[src/wsd_pkg.sv]
package wsd_pkg;

   // Width kept for the frame length counter; extended lengths wrap to it.
   localparam int LEN_BITS = 64;

   // Seven-bit length codes that select an extended length field
   localparam logic [6:0] LEN_CODE_EXT16 = 7'd126;
   localparam logic [6:0] LEN_CODE_EXT64 = 7'd127;

   // Last byte index of each multi-byte header field
   localparam logic [2:0] EXT16_LAST_IDX = 3'd1;
   localparam logic [2:0] EXT64_LAST_IDX = 3'd7;
   localparam logic [2:0] KEY_LAST_IDX   = 3'd3;

   // Entries in the queue between parser and output stage
   localparam int QUEUE_DEPTH = 2;
   localparam int QUEUE_PTR_BITS = (QUEUE_DEPTH > 1) ? $clog2(QUEUE_DEPTH) : 1;
   localparam int QUEUE_CNT_BITS = $clog2(QUEUE_DEPTH + 1);

   // One queued unit of work: a raw byte, its key byte and the frame tags
   typedef struct packed {
      logic [7:0] raw_byte;
      logic [7:0] key_byte;
      logic [3:0] opcode;
      logic       fin;
      logic       last;
      logic       empty;
   } wsd_work_type;

endpackage

[src/wsd_front.sv]
module wsd_front (
   input  logic                  clock,
   input  logic                  reset,
   input  logic                  req_valid,
   input  logic                  req_stall,
   input  logic [7:0]            req_stream_byte,
   output logic                  push,
   output wsd_pkg::wsd_work_type push_work
);

   typedef enum logic [2:0] {
      PH_HDR0,
      PH_HDR1,
      PH_EXT16,
      PH_EXT64,
      PH_KEY,
      PH_DATA
   } phase_type;

   phase_type                     phase_ff,   phase_in;
   logic [2:0]                    count_ff,   count_in;
   logic [3:0]                    opcode_ff,  opcode_in;
   logic                          fin_ff,     fin_in;
   logic                          masked_ff,  masked_in;
   logic [31:0]                   key_ff,     key_in;
   logic [wsd_pkg::LEN_BITS-1:0]  rem_ff,     rem_in;
   logic [1:0]                    kidx_ff,    kidx_in;

   logic                          accept;
   logic [wsd_pkg::LEN_BITS-1:0]  rem_shift;
   logic [31:0]                   key_shift;
   logic [7:0]                    key_sel;
   logic [2:0]                    ext_last;

   assign accept    = req_valid && !req_stall;
   assign rem_shift = {rem_ff[wsd_pkg::LEN_BITS-9:0], req_stream_byte};
   assign key_shift = {key_ff[23:0], req_stream_byte};
   assign ext_last  = (phase_ff == PH_EXT16) ? wsd_pkg::EXT16_LAST_IDX
                                             : wsd_pkg::EXT64_LAST_IDX;

   // Key byte 0 is the first key byte received, now in the top byte
   always_comb begin
      case (kidx_ff)
         2'd0:    key_sel = key_ff[31:24];
         2'd1:    key_sel = key_ff[23:16];
         2'd2:    key_sel = key_ff[15:8];
         default: key_sel = key_ff[7:0];
      endcase
   end

   always_comb begin
      phase_in  = phase_ff;
      count_in  = count_ff;
      opcode_in = opcode_ff;
      fin_in    = fin_ff;
      masked_in = masked_ff;
      key_in    = key_ff;
      rem_in    = rem_ff;
      kidx_in   = kidx_ff;
      push      = 1'b0;
      push_work = '0;
      push_work.opcode = opcode_ff;
      push_work.fin    = fin_ff;
      case (phase_ff)
         PH_HDR0: begin
            fin_in    = req_stream_byte[7];
            opcode_in = req_stream_byte[3:0];
            phase_in  = PH_HDR1;
         end
         PH_HDR1: begin
            masked_in = req_stream_byte[7];
            key_in    = '0;
            count_in  = '0;
            if (req_stream_byte[6:0] == wsd_pkg::LEN_CODE_EXT16) begin
               rem_in   = '0;
               phase_in = PH_EXT16;
            end else if (req_stream_byte[6:0] == wsd_pkg::LEN_CODE_EXT64) begin
               rem_in   = '0;
               phase_in = PH_EXT64;
            end else begin
               rem_in = wsd_pkg::LEN_BITS'(req_stream_byte[6:0]);
               if (req_stream_byte[7]) begin
                  phase_in = PH_KEY;
               end else begin
                  kidx_in = '0;
                  if (req_stream_byte[6:0] == 7'd0) begin
                     phase_in        = PH_HDR0;
                     push            = 1'b1;
                     push_work.last  = 1'b1;
                     push_work.empty = 1'b1;
                  end else begin
                     phase_in = PH_DATA;
                  end
               end
            end
         end
         PH_EXT16, PH_EXT64: begin
            rem_in = rem_shift;
            if (count_ff == ext_last) begin
               count_in = '0;
               if (masked_ff) begin
                  phase_in = PH_KEY;
               end else begin
                  kidx_in = '0;
                  if (rem_shift == '0) begin
                     phase_in        = PH_HDR0;
                     push            = 1'b1;
                     push_work.last  = 1'b1;
                     push_work.empty = 1'b1;
                  end else begin
                     phase_in = PH_DATA;
                  end
               end
            end else begin
               count_in = count_ff + 3'd1;
            end
         end
         PH_KEY: begin
            key_in = key_shift;
            if (count_ff >= wsd_pkg::KEY_LAST_IDX) begin
               count_in = '0;
               kidx_in  = '0;
               if (rem_ff == '0) begin
                  phase_in        = PH_HDR0;
                  push            = 1'b1;
                  push_work.last  = 1'b1;
                  push_work.empty = 1'b1;
               end else begin
                  phase_in = PH_DATA;
               end
            end else begin
               count_in = count_ff + 3'd1;
            end
         end
         PH_DATA: begin
            kidx_in            = kidx_ff + 2'd1;
            rem_in             = rem_ff - wsd_pkg::LEN_BITS'(1);
            push               = 1'b1;
            push_work.raw_byte = req_stream_byte;
            push_work.key_byte = masked_ff ? key_sel : 8'd0;
            if (rem_ff == wsd_pkg::LEN_BITS'(1)) begin
               push_work.last = 1'b1;
               phase_in       = PH_HDR0;
            end
         end
         default: begin
            phase_in = PH_HDR0;
         end
      endcase
      if (!accept) begin
         push = 1'b0;
      end
   end

   always_ff @(posedge clock) begin
      if (reset) begin
         phase_ff  <= PH_HDR0;
         count_ff  <= '0;
         opcode_ff <= '0;
         fin_ff    <= 1'b0;
         masked_ff <= 1'b0;
         key_ff    <= '0;
         rem_ff    <= '0;
         kidx_ff   <= '0;
      end else if (accept) begin
         phase_ff  <= phase_in;
         count_ff  <= count_in;
         opcode_ff <= opcode_in;
         fin_ff    <= fin_in;
         masked_ff <= masked_in;
         key_ff    <= key_in;
         rem_ff    <= rem_in;
         kidx_ff   <= kidx_in;
      end
   end

endmodule

[src/wsd_queue.sv]
module wsd_queue (
   input  logic                  clock,
   input  logic                  reset,
   input  logic                  push,
   input  wsd_pkg::wsd_work_type push_work,
   input  logic                  pop,
   output logic                  full,
   output logic                  head_valid,
   output wsd_pkg::wsd_work_type head_work
);

   wsd_pkg::wsd_work_type                 slot_ff [wsd_pkg::QUEUE_DEPTH];
   logic [wsd_pkg::QUEUE_PTR_BITS-1:0]    wr_ptr_ff, wr_ptr_in;
   logic [wsd_pkg::QUEUE_PTR_BITS-1:0]    rd_ptr_ff, rd_ptr_in;
   logic [wsd_pkg::QUEUE_CNT_BITS-1:0]    count_ff,  count_in;
   logic                                  do_push;
   logic                                  do_pop;

   localparam logic [wsd_pkg::QUEUE_PTR_BITS-1:0] PTR_LAST =
      wsd_pkg::QUEUE_PTR_BITS'(wsd_pkg::QUEUE_DEPTH - 1);
   localparam logic [wsd_pkg::QUEUE_CNT_BITS-1:0] CNT_FULL =
      wsd_pkg::QUEUE_CNT_BITS'(wsd_pkg::QUEUE_DEPTH);

   assign full       = (count_ff == CNT_FULL);
   assign head_valid = (count_ff != '0);
   assign head_work  = slot_ff[rd_ptr_ff];
   assign do_push    = push && !full;
   assign do_pop     = pop && head_valid;

   always_comb begin
      wr_ptr_in = wr_ptr_ff;
      rd_ptr_in = rd_ptr_ff;
      count_in  = count_ff;
      if (do_push) begin
         wr_ptr_in = (wr_ptr_ff == PTR_LAST) ? '0
                                             : wr_ptr_ff + wsd_pkg::QUEUE_PTR_BITS'(1);
      end
      if (do_pop) begin
         rd_ptr_in = (rd_ptr_ff == PTR_LAST) ? '0
                                             : rd_ptr_ff + wsd_pkg::QUEUE_PTR_BITS'(1);
      end
      if (do_push && !do_pop) begin
         count_in = count_ff + wsd_pkg::QUEUE_CNT_BITS'(1);
      end else if (do_pop && !do_push) begin
         count_in = count_ff - wsd_pkg::QUEUE_CNT_BITS'(1);
      end
   end

   always_ff @(posedge clock) begin
      if (reset) begin
         wr_ptr_ff <= '0;
         rd_ptr_ff <= '0;
         count_ff  <= '0;
      end else begin
         wr_ptr_ff <= wr_ptr_in;
         rd_ptr_ff <= rd_ptr_in;
         count_ff  <= count_in;
      end
   end

   always_ff @(posedge clock) begin
      if (do_push) begin
         slot_ff[wr_ptr_ff] <= push_work;
      end
   end

endmodule

[src/wsd_back.sv]
module wsd_back (
   input  logic                  clock,
   input  logic                  reset,
   input  logic                  head_valid,
   input  wsd_pkg::wsd_work_type head_work,
   output logic                  pop,
   output logic                  rsp_valid,
   input  logic                  rsp_stall,
   output logic [7:0]            rsp_payload_byte,
   output logic [3:0]            rsp_frame_opcode,
   output logic                  rsp_final_fragment,
   output logic                  rsp_last_of_frame,
   output logic                  rsp_empty_frame
);

   logic       valid_ff;
   logic [7:0] byte_ff,  byte_in;
   logic [3:0] opcode_ff;
   logic       fin_ff;
   logic       last_ff;
   logic       empty_ff;
   logic       load;

   // Refill the output register when empty or being taken
   assign load    = !valid_ff || !rsp_stall;
   assign pop     = load && head_valid;
   assign byte_in = head_work.raw_byte ^ head_work.key_byte;

   always_ff @(posedge clock) begin
      if (reset) begin
         valid_ff <= 1'b0;
      end else if (load) begin
         valid_ff <= head_valid;
      end
   end

   always_ff @(posedge clock) begin
      if (pop) begin
         byte_ff   <= byte_in;
         opcode_ff <= head_work.opcode;
         fin_ff    <= head_work.fin;
         last_ff   <= head_work.last;
         empty_ff  <= head_work.empty;
      end
   end

   assign rsp_valid          = valid_ff;
   assign rsp_payload_byte   = byte_ff;
   assign rsp_frame_opcode   = opcode_ff;
   assign rsp_final_fragment = fin_ff;
   assign rsp_last_of_frame  = last_ff;
   assign rsp_empty_frame    = empty_ff;

endmodule

[src/websocket_frame_deframer.sv]
// Channel   Direction  Handshake            Payload
// req_      in         req_valid/req_stall  req_stream_byte[7:0]
// rsp_      out        rsp_valid/rsp_stall  rsp_payload_byte[7:0], rsp_frame_opcode[3:0],
//                                           rsp_final_fragment, rsp_last_of_frame,
//                                           rsp_empty_frame
//
// One byte per cycle is taken while req_stall is low; the parser updates its header
// state at the edge that takes each byte. A payload byte or empty marker enters the
// two-entry work queue at the edge that takes its request and moves on into the output
// register, which drives rsp_valid, once that register is empty or being taken.
// Synchronous active-high reset clears the parser to await the first header byte and
// empties the queue and output register; no clearing pass is needed.
// req_stall rises only while the work queue is full; rsp_stall held against a loaded
// output register, with payload requests still flowing, is enough to fill it.
module websocket_frame_deframer (
   input  logic       clock,
   input  logic       reset,
   input  logic       req_valid,
   output logic       req_stall,
   input  logic [7:0] req_stream_byte,
   output logic       rsp_valid,
   input  logic       rsp_stall,
   output logic [7:0] rsp_payload_byte,
   output logic [3:0] rsp_frame_opcode,
   output logic       rsp_final_fragment,
   output logic       rsp_last_of_frame,
   output logic       rsp_empty_frame
);

   logic                  push;
   wsd_pkg::wsd_work_type push_work;
   logic                  queue_full;
   logic                  head_valid;
   wsd_pkg::wsd_work_type head_work;
   logic                  pop;

   // Stall the request side only on a full queue, never on the response stall directly
   assign req_stall = queue_full;

   // Front: parse headers, track length and key, classify each byte
   wsd_front u_front (
      .clock           (clock),
      .reset           (reset),
      .req_valid       (req_valid),
      .req_stall       (req_stall),
      .req_stream_byte (req_stream_byte),
      .push            (push),
      .push_work       (push_work)
   );

   // Queue: decouple the parser from the output handshake
   wsd_queue u_queue (
      .clock      (clock),
      .reset      (reset),
      .push       (push),
      .push_work  (push_work),
      .pop        (pop),
      .full       (queue_full),
      .head_valid (head_valid),
      .head_work  (head_work)
   );

   // Back: unmask and hold the response in the output register
   wsd_back u_back (
      .clock              (clock),
      .reset              (reset),
      .head_valid         (head_valid),
      .head_work          (head_work),
      .pop                (pop),
      .rsp_valid          (rsp_valid),
      .rsp_stall          (rsp_stall),
      .rsp_payload_byte   (rsp_payload_byte),
      .rsp_frame_opcode   (rsp_frame_opcode),
      .rsp_final_fragment (rsp_final_fragment),
      .rsp_last_of_frame  (rsp_last_of_frame),
      .rsp_empty_frame    (rsp_empty_frame)
   );

endmodule

[config.mk]
export PLATFORM = sky130hd
export DESIGN_NAME = websocket_frame_deframer
export DESIGN_NICKNAME = d
export VERILOG_FILES = /design/src/wsd_pkg.sv /design/src/wsd_front.sv /design/src/wsd_queue.sv /design/src/wsd_back.sv /design/src/websocket_frame_deframer.sv
export SDC_FILE = /design/constraint.sdc
export NUM_CORES = 1
export LEC_CHECK = 0
export BUFFER_PORTS_ARGS = -buffer_cell sky130_fd_sc_hd__buf_2
export CORE_UTILIZATION = 55
export CTS_CLUSTER_DIAMETER = 150
export DETAILED_ROUTE_END_ITERATION = 8
export PLACE_DENSITY = 0.72
export SYNTH_ARGS = -nofsm -noshare
export SYNTH_HDL_FRONTEND = slang
export SYNTH_HIERARCHICAL = 1
export SYNTH_SLANG_ARGS = --single-unit
[constraint.sdc]
create_clock -name clock -period 5.81 [get_ports clock]
set_input_delay 0.8715 -clock clock [delete_from_list [all_inputs] [get_ports clock]]
set_output_delay 0.8715 -clock clock [all_outputs]
set_load 0.02 [all_outputs]
==> flow_metrics.env, run 1 <==
export IMPL_p_leak_nw=3.556
export IMPL_final_max_slew_violation_count=0
export IMPL_status="complete, no violations"
export IMPL_rows=46
export IMPL_hpwl_um=14930
export IMPL_internal_power_mw=2.086
export IMPL_fin_crit_sh=0.6892
export IMPL_final_common_cell="nor2_1"
export IMPL_cts_resized=0
export IMPL_portBuffers=28
export IMPL_grt_pass1_wl_um=36840
export IMPL_finalSetupTns_ns=0
export IMPL_start_util=0.5602
export IMPL_yosysUniqueCellTypes=74
export IMPL_clkPwrFrac=0.399
export IMPL_die_area_um2=16630
export IMPL_grt_max_degree=75
export IMPL_netlist_instances=961
export IMPL_critPathCaptureType="flip-flop"
export IMPL_yosysSeqAreaShare=0.4685
export IMPL_grt_antenna_before_repair=0
export IMPL_rsz0062_at_grt="false"
export IMPL_ys_seq_elements=177
export IMPL_synth_area_per_cell_um2=9.227
export IMPL_core_um2=15830
export IMPL_via_per_inst=6.475
export IMPL_postRouteAntennaNets=0
export IMPL_report_power_total_mw=2.945
export IMPL_setup_violations=0
export IMPL_layout_common_cells="nor2_1 (133), dfxtp_1 (116), nand2_1 (62)"
export IMPL_start_kind="flip-flop"
export IMPL_worstPathMaxFanout=23
export IMPL_grt_usage=0.2867
export IMPL_critPathKind="reg -> reg"
export IMPL_clkTransAtPathRegs_ns=0.07
export IMPL_drtIter0Drc=1095
export IMPL_drtPass1Iterations=5
export IMPL_gp_congestion=0.8964
export IMPL_switchingPower_mw=0.8586
export IMPL_tightest_slew_ns=1.084
export IMPL_grt_pass1_vias=6801
export IMPL_synth_adder_area_share=0.01411
export IMPL_synth_edf_count=61
export IMPL_fillers=1324
export IMPL_skew_ns=0.01110
export IMPL_peakVddDrop_mv=0.2218
export IMPL_vias=7666
export IMPL_wl_per_cell_um=19.65
export IMPL_cts_root_buf="clkbuf_16"
export IMPL_fmax_mhz=249.7
export IMPL_die_x_um=129.0
export IMPL_utilization=0.6126
export IMPL_synth_compound_area_frac=0.1975
export IMPL_p_seq_frac=0.449
export IMPL_drc=0
export IMPL_synth_top_family_by_area="simple AND/OR/NAND/NOR gates"
export IMPL_maxCapViolCount=0
export IMPL_synth_area_mux_share=0.04290
export IMPL_clockBufferDepth=2
export IMPL_power_density_nw_per_um2=303.7
export IMPL_hold_viol_final=0
export IMPL_async_reset_ff_frac=0
export IMPL_synthSimpleGateAreaFrac=0.2213
export IMPL_post_cts_setup_buffer_count=0
export IMPL_insertion_delay_ns=0.44
export IMPL_io_pins=29
export IMPL_synth_xor_area_frac=0.01778
export IMPL_cts_buffers=17
export IMPL_wirelength_um=23260
export IMPL_hold_buffers=0
export IMPL_synth_main_ff_cell="dfxtp_1"
export IMPL_overflow=0
export IMPL_combPwrFrac=0.152
export IMPL_worstHoldPathType="reg -> reg"
export IMPL_nets=977
export IMPL_h_tree_depth=4
export IMPL_yosysWarnings=6
export IMPL_finalCriticalPeriod_ns=4.004
export IMPL_cts_sinks=177
export IMPL_cp_data_arrival_time_ns=4.06
export IMPL_netlist_area_um2=8867
export IMPL_crit_required_ns=5.87
export IMPL_cts_tree="built"
export IMPL_relSlewSlack=0.2757
export IMPL_drive_above_1_share=0.1250
export IMPL_die_h_um=129.0
export IMPL_num_antenna_cells=0
export IMPL_syn2layout_area_growth_pct=9.341
export IMPL_syn_num_nets=983
export IMPL_switching_share=0.2916
==> state kept, by name (all words and copies together) (netlist names), 2 cells and up, named ones only <==
signal	flops
u_back/rsp_frame_opcode	4
u_back/rsp_payload_byte	8
u_front/count_ff	3
u_front/key_ff	32
u_front/kidx_ff	2
u_front/opcode_ff	4
u_front/phase_ff	3
u_front/rem_ff	64
u_queue/count_ff	2
u_queue/slot_ff	46
==> final timing paths <==
kind,slack (ns),depth (start not counted),endpoint,from
worst max-delay path,1.81,9,u_queue/slot_ff[0][12],u_front/rem_ff[42]
worst min-delay path,0.46,0,u_queue/slot_ff[0][4],u_front/opcode_ff[1]
worst max register to register,1.81,9,u_queue/slot_ff[0][12],u_front/rem_ff[42]
worst min register to register,0.46,0,u_queue/slot_ff[0][4],u_front/opcode_ff[1]
==> cells in the mapped netlist (all sizes together) (4+ instances only) <==
library cell | count | area share
a211oi | 5 | 0.0042
a21o | 4 | 0.0034
a21oi | 54 | 0.030
a221oi | 4 | 0.0040
a222oi | 8 | 0.0090
a22o | 8 | 0.0079
a22oi | 52 | 0.044
a31oi | 7 | 0.0049
a32o | 5 | 0.0056
a32oi | 8 | 0.0079
and2 | 11 | 0.0078
and3 | 16 | 0.011
buf | 10 | 0.0069
clkbuf | 57 | 0.026
dfxtp | 116 | 0.26
edfxtp | 61 | 0.21
ha | 10 | 0.014
inv | 11 | 0.0047
mux2 | 24 | 0.030
mux2i | 11 | 0.012
nand2 | 62 | 0.026
nand2b | 10 | 0.0071
nand3 | 27 | 0.015
nand4 | 11 | 0.0085
nor2 | 134 | 0.057
nor2b | 8 | 0.0059
nor3 | 35 | 0.020
nor3b | 7 | 0.0059
nor4 | 28 | 0.024
o211ai | 6 | 0.0051
o21ai | 50 | 0.028
o22ai | 12 | 0.0085
o311ai | 13 | 0.013
o31ai | 4 | 0.0034
or2 | 4 | 0.0028
or3 | 15 | 0.012
or4 | 7 | 0.0068
xor2 | 16 | 0.016
==> power by group through the flow <==
stage	registers (mW)	logic [mW]	clock network, mW
2_1_floorplan	1.34	0.320	0
3_3_place_gp	1.35	0.434	0
3_5_place_dp	1.35	0.431	0
4_1_cts	1.32	0.434	1.19
5_1_grt	1.33	0.482	1.24
6_report	1.32	0.447	1.18
==> metal layers <==
metal,track usage,up-vias,wire length (um)
met5,0,-,0
met4,0.1294,0,634
met3,0.04740,54,1864
met2,0.4159,373,10130
met1,0.4174,3620,10640
li1,-,3619,-
==> logic make-up (layout without fill, tap and decap cells) <==
kind of cell,count (synthesis),after routing
adder cells (fa/ha/maj),10,10
AO/OA/AOI/OAI,258,258
flip-flops,177,177
XOR/XNOR,18,18
multiplexers,35,35
buffers and inverters,78,85
AND/OR/NAND/NOR,385,385
==> stage by stage <==
stage	cells	hold WS, ns	cell area, um2	setup WS (ns)
floorplan	961	0.4249	8867	2.512
global placement	1152	0.4382	9099	1.928
detailed placement	1152	0.4555	9099	1.837
CTS	1184	0.4649	9696	1.838
global route	1184	0.4883	9696	1.517
finish	1184	0.4625	9696	1.806
==> worst max-delay path, stage by stage (launching register included) <==
cell and delay, ns:
dfxtp_1 0.39, nor4_1 0.44, nand3_1 0.35, nor4_1 0.70
nand4_1 0.21, a21o_1 0.19, a21oi_1 0.19, inv_1 0.10
or3_1 0.36, inv_1 0.70
==> area by class of cell <==
cell class,count,area [um2],share of cell area
multi-input cells,706,4385,0.4523
flip-flops and latches,177,4154,0.4284
clock buffers,18,429.2,0.04426
well taps,216,270.3,0.02787
repair buffers,42,247.7,0.02555
clock inverters,14,167.7,0.01729
inverters,11,41.29,0.004259
Note: power is estimated with default switching activity, not from simulation.
==> run 2, diff against run 1 <==
- ABC_AREA: default -> 1
- PLACE_DENSITY: 0.72 -> 0.75
- clock period: 5.81 -> 3.4 ns (I/O delays scaled with it)
==> flow_metrics.env, run 2 <==
export IMPL_utilization=0.6184
export IMPL_syn_num_nets=1315
export IMPL_die_x_um=136.3
export IMPL_insertion_delay_ns=0.45
export IMPL_final_common_cell="nand2_1"
export IMPL_crit_path_frequent_cell="inv_1"
export IMPL_critPathCaptureType="flip-flop"
export IMPL_grt_pass1_wl_um=41540
export IMPL_finalCriticalPeriod_ns=2.554
export IMPL_regMostFlops="u_front/rem_ff"
export IMPL_ys_top_cells_by_count="nand2_1 (251), a21oi_1 (184), nor2_1 (147), dfxtp_1 (116), inv_1 (84)"
export IMPL_largest_reg_flops=64
export IMPL_cts_tree="built"
export IMPL_largestRegisters="u_front/rem_ff x64, u_queue/slot_ff x46, u_front/key_ff x32"
export IMPL_rsz0062_at_grt="false"
export IMPL_crit_required_ns=3.78
export IMPL_layout_common_cells="nand2_1 (251), a21oi_1 (184), nor2_1 (145)"
export IMPL_dr_wl_met3_um=1592
export IMPL_crit_family="simple AND/OR/NAND/NOR gates"
export IMPL_synth_main_ff_cell="dfxtp_1"
export IMPL_nets=1321
export IMPL_grt_usage=0.2882
export IMPL_met2_length_um=12250
export IMPL_wl_met1_um=11110
export IMPL_setup_violations=0
export IMPL_h_tree_depth=4
export IMPL_p_leak_nw=4.285
export IMPL_hpwl_um=17380
export IMPL_start_kind="flip-flop"
export IMPL_post_cts_setup_buffer_count=0
export IMPL_worstHoldPathType="in -> reg"
export IMPL_wirelength_um=25640
export IMPL_cts_buffers=17
export IMPL_tightest_slew_ns=1.004
export IMPL_num_antenna_cells=0
export IMPL_hold_viol_final=0
export IMPL_maxCapViolCount=0
export IMPL_wl_per_cell_um=16.68
export IMPL_multi_input_area_um2=5166
export IMPL_crit_chain="inv_1 -> ha_1 -> nand2_1 -> nor2_1 -> inv_1 -> nor2_4 -> nand4_1 -> nand3_1 -> nor2_1 -> nor2_1 -> o21ai_2 -> inv_1 -> ha_1 -> inv_1 -> nand3_1 -> nand2_1 -> inv_1 -> nor2_1"
export IMPL_yosysSeqAreaShare=0.4185
export IMPL_die_h_um=136.3
export IMPL_portBuffers=28
export IMPL_final_max_slew_violation_count=0
export IMPL_cts_sinks=177
export IMPL_skew_ns=0.01550
export IMPL_syn2layout_area_growth_pct=8.874
export IMPL_grt_max_degree=65
export IMPL_grt_pass1_vias=8220
export IMPL_cts_resized=0
export IMPL_path_buf_inv=5
export IMPL_netlist_area_leader_share=0.2339
export IMPL_cp_slowest_stage_delay_ns=0.32
export IMPL_drive_above_1_share=0.1639
export IMPL_async_reset_ff_frac=0
export IMPL_gp_congestion=0.9059
export IMPL_critPathKind="reg -> reg"
export IMPL_hold_buffers=0
export IMPL_drc=0
export IMPL_clkTransAtPathRegs_ns=0.07
export IMPL_worstPathMaxFanout=6
export IMPL_cp_data_arrival_time_ns=2.93
export IMPL_critPathSlowestCell="dfxtp_1"
export IMPL_finalSetupTns_ns=0
export IMPL_power_density_nw_per_um2=555.5
export IMPL_netlist_instances=1293
export IMPL_yosysUniqueCellTypes=50
export IMPL_fillers=1522
export IMPL_synth_area_per_cell_um2=7.678
export IMPL_fin_crit_sh=0.7510
export IMPL_clockBufferDepth=2
export IMPL_seq_area_um2=4154
export IMPL_drtPass1Iterations=5
export IMPL_routed_top_layer="met4"
export IMPL_cts_root_buf="clkbuf_16"
export IMPL_via_per_inst=5.863
export IMPL_grt_antenna_before_repair=0
export IMPL_core_um2=17480
export IMPL_synth_top_area_cell="dfxtp_1"
export IMPL_relSlewSlack=0.3294
export IMPL_fmax_mhz=391.6
export IMPL_netlist_area_um2=9927
export IMPL_ys_seq_elements=177
export IMPL_postRouteAntennaNets=0
export IMPL_synth_edf_count=61
export IMPL_io_pins=29
export IMPL_status="complete, no violations"
export IMPL_die_area_um2=18590
export IMPL_start_util=0.5680
export IMPL_synth_area_leaders="dfxtp_1 (23%), edfxtp_1 (18%), nand2_1 (9.5%), a21oi_1 (9.3%), nor2_1 (5.6%)"
export IMPL_drtIter0Drc=850
export IMPL_yosysMostFrequentCell="nand2_1"
export IMPL_rows=48
export IMPL_yosysWarnings=6
export IMPL_overflow=0
export IMPL_peakVddDrop_mv=0.5337
export IMPL_vias=9012
-- run 2: cell types whose count changed after synthesis, sizes merged, moves of 36 or more --
cell and change:
nand2 +218, a21oi +134, inv +83, nor2 +64, a22oi -52, nand3 +50, o21ai +46, clkbuf -36
-- run 2: cell families after synthesis --
logic type,synth area share
xor gates and xnor gates,0.007941
AOI/OAI and AO/OA,0.1753
muxes,0.02609
adders and majority gates,0.01260
and+or+nand+nor,0.2972
buffers and inverters,0.06239
DFF,0.4185
-- run 2: where the power goes --
part | switching [mW] | internal, mW | total (mW) | leakage [nW]
Clock | 0.950 | 1.08 | 2.03 | 0.304
Combinational | 1.11 | 0.475 | 1.58 | 2.48
Sequential | 0.130 | 2.27 | 2.40 | 1.50
-- run 2: metal layers --
layer,GRT usage,vias to the layer above
li1,-,4390
met1,0.3795,4188
met2,0.4701,384
met3,0.03766,50
met4,0.1290,0
met5,0,-
-- run 2: worst paths after layout --
check / startpoint / to / slack, ns / cells past startpoint
worst max-delay path: u_front/rem_ff[0] / u_queue/count_ff[1] / 0.85 / 18
worst min-delay path: rsp_stall / u_back/rsp_valid / 0.34 / 3
worst min register to register: u_front/key_ff[27] / u_front/key_ff[27] / 0.47 / 2
worst max register to register: u_front/rem_ff[0] / u_queue/count_ff[1] / 0.85 / 18
-- run 2: layout make-up --
class                           instances  share of cell area
Multi-Input combinational cell        970              0.4780
Sequential cell                       177              0.3843
Clock buffer                           19             0.04399
Inverter                               94             0.03288
Tap cell                              225             0.02605
Timing Repair Buffer                   39             0.02061
Clock inverter                         13             0.01412
-- run 2: worst min-delay path: stages --
cell and delay, ns:
buf_2 0.10, nand2_1 0.07, a21oi_2 0.05
-- run 2: metrics by stage --
stage / worst slack, ns / total power [mW] / instances / hold slack [ns] / instance area (um2)
floorplan: 0.5444 / 3.609 / 1293 / 0.4203 / 9927
global placement: 0.8407 / 3.957 / 1505 / 0.4520 / 10180
detailed placement: 0.7182 / 3.973 / 1505 / 0.4571 / 10180
CTS: 0.8246 / 5.995 / 1537 / 0.3283 / 10810
global route: 0.5842 / 6.275 / 1537 / 0.3562 / 10810
finish: 0.8464 / 6.003 / 1537 / 0.3411 / 10810
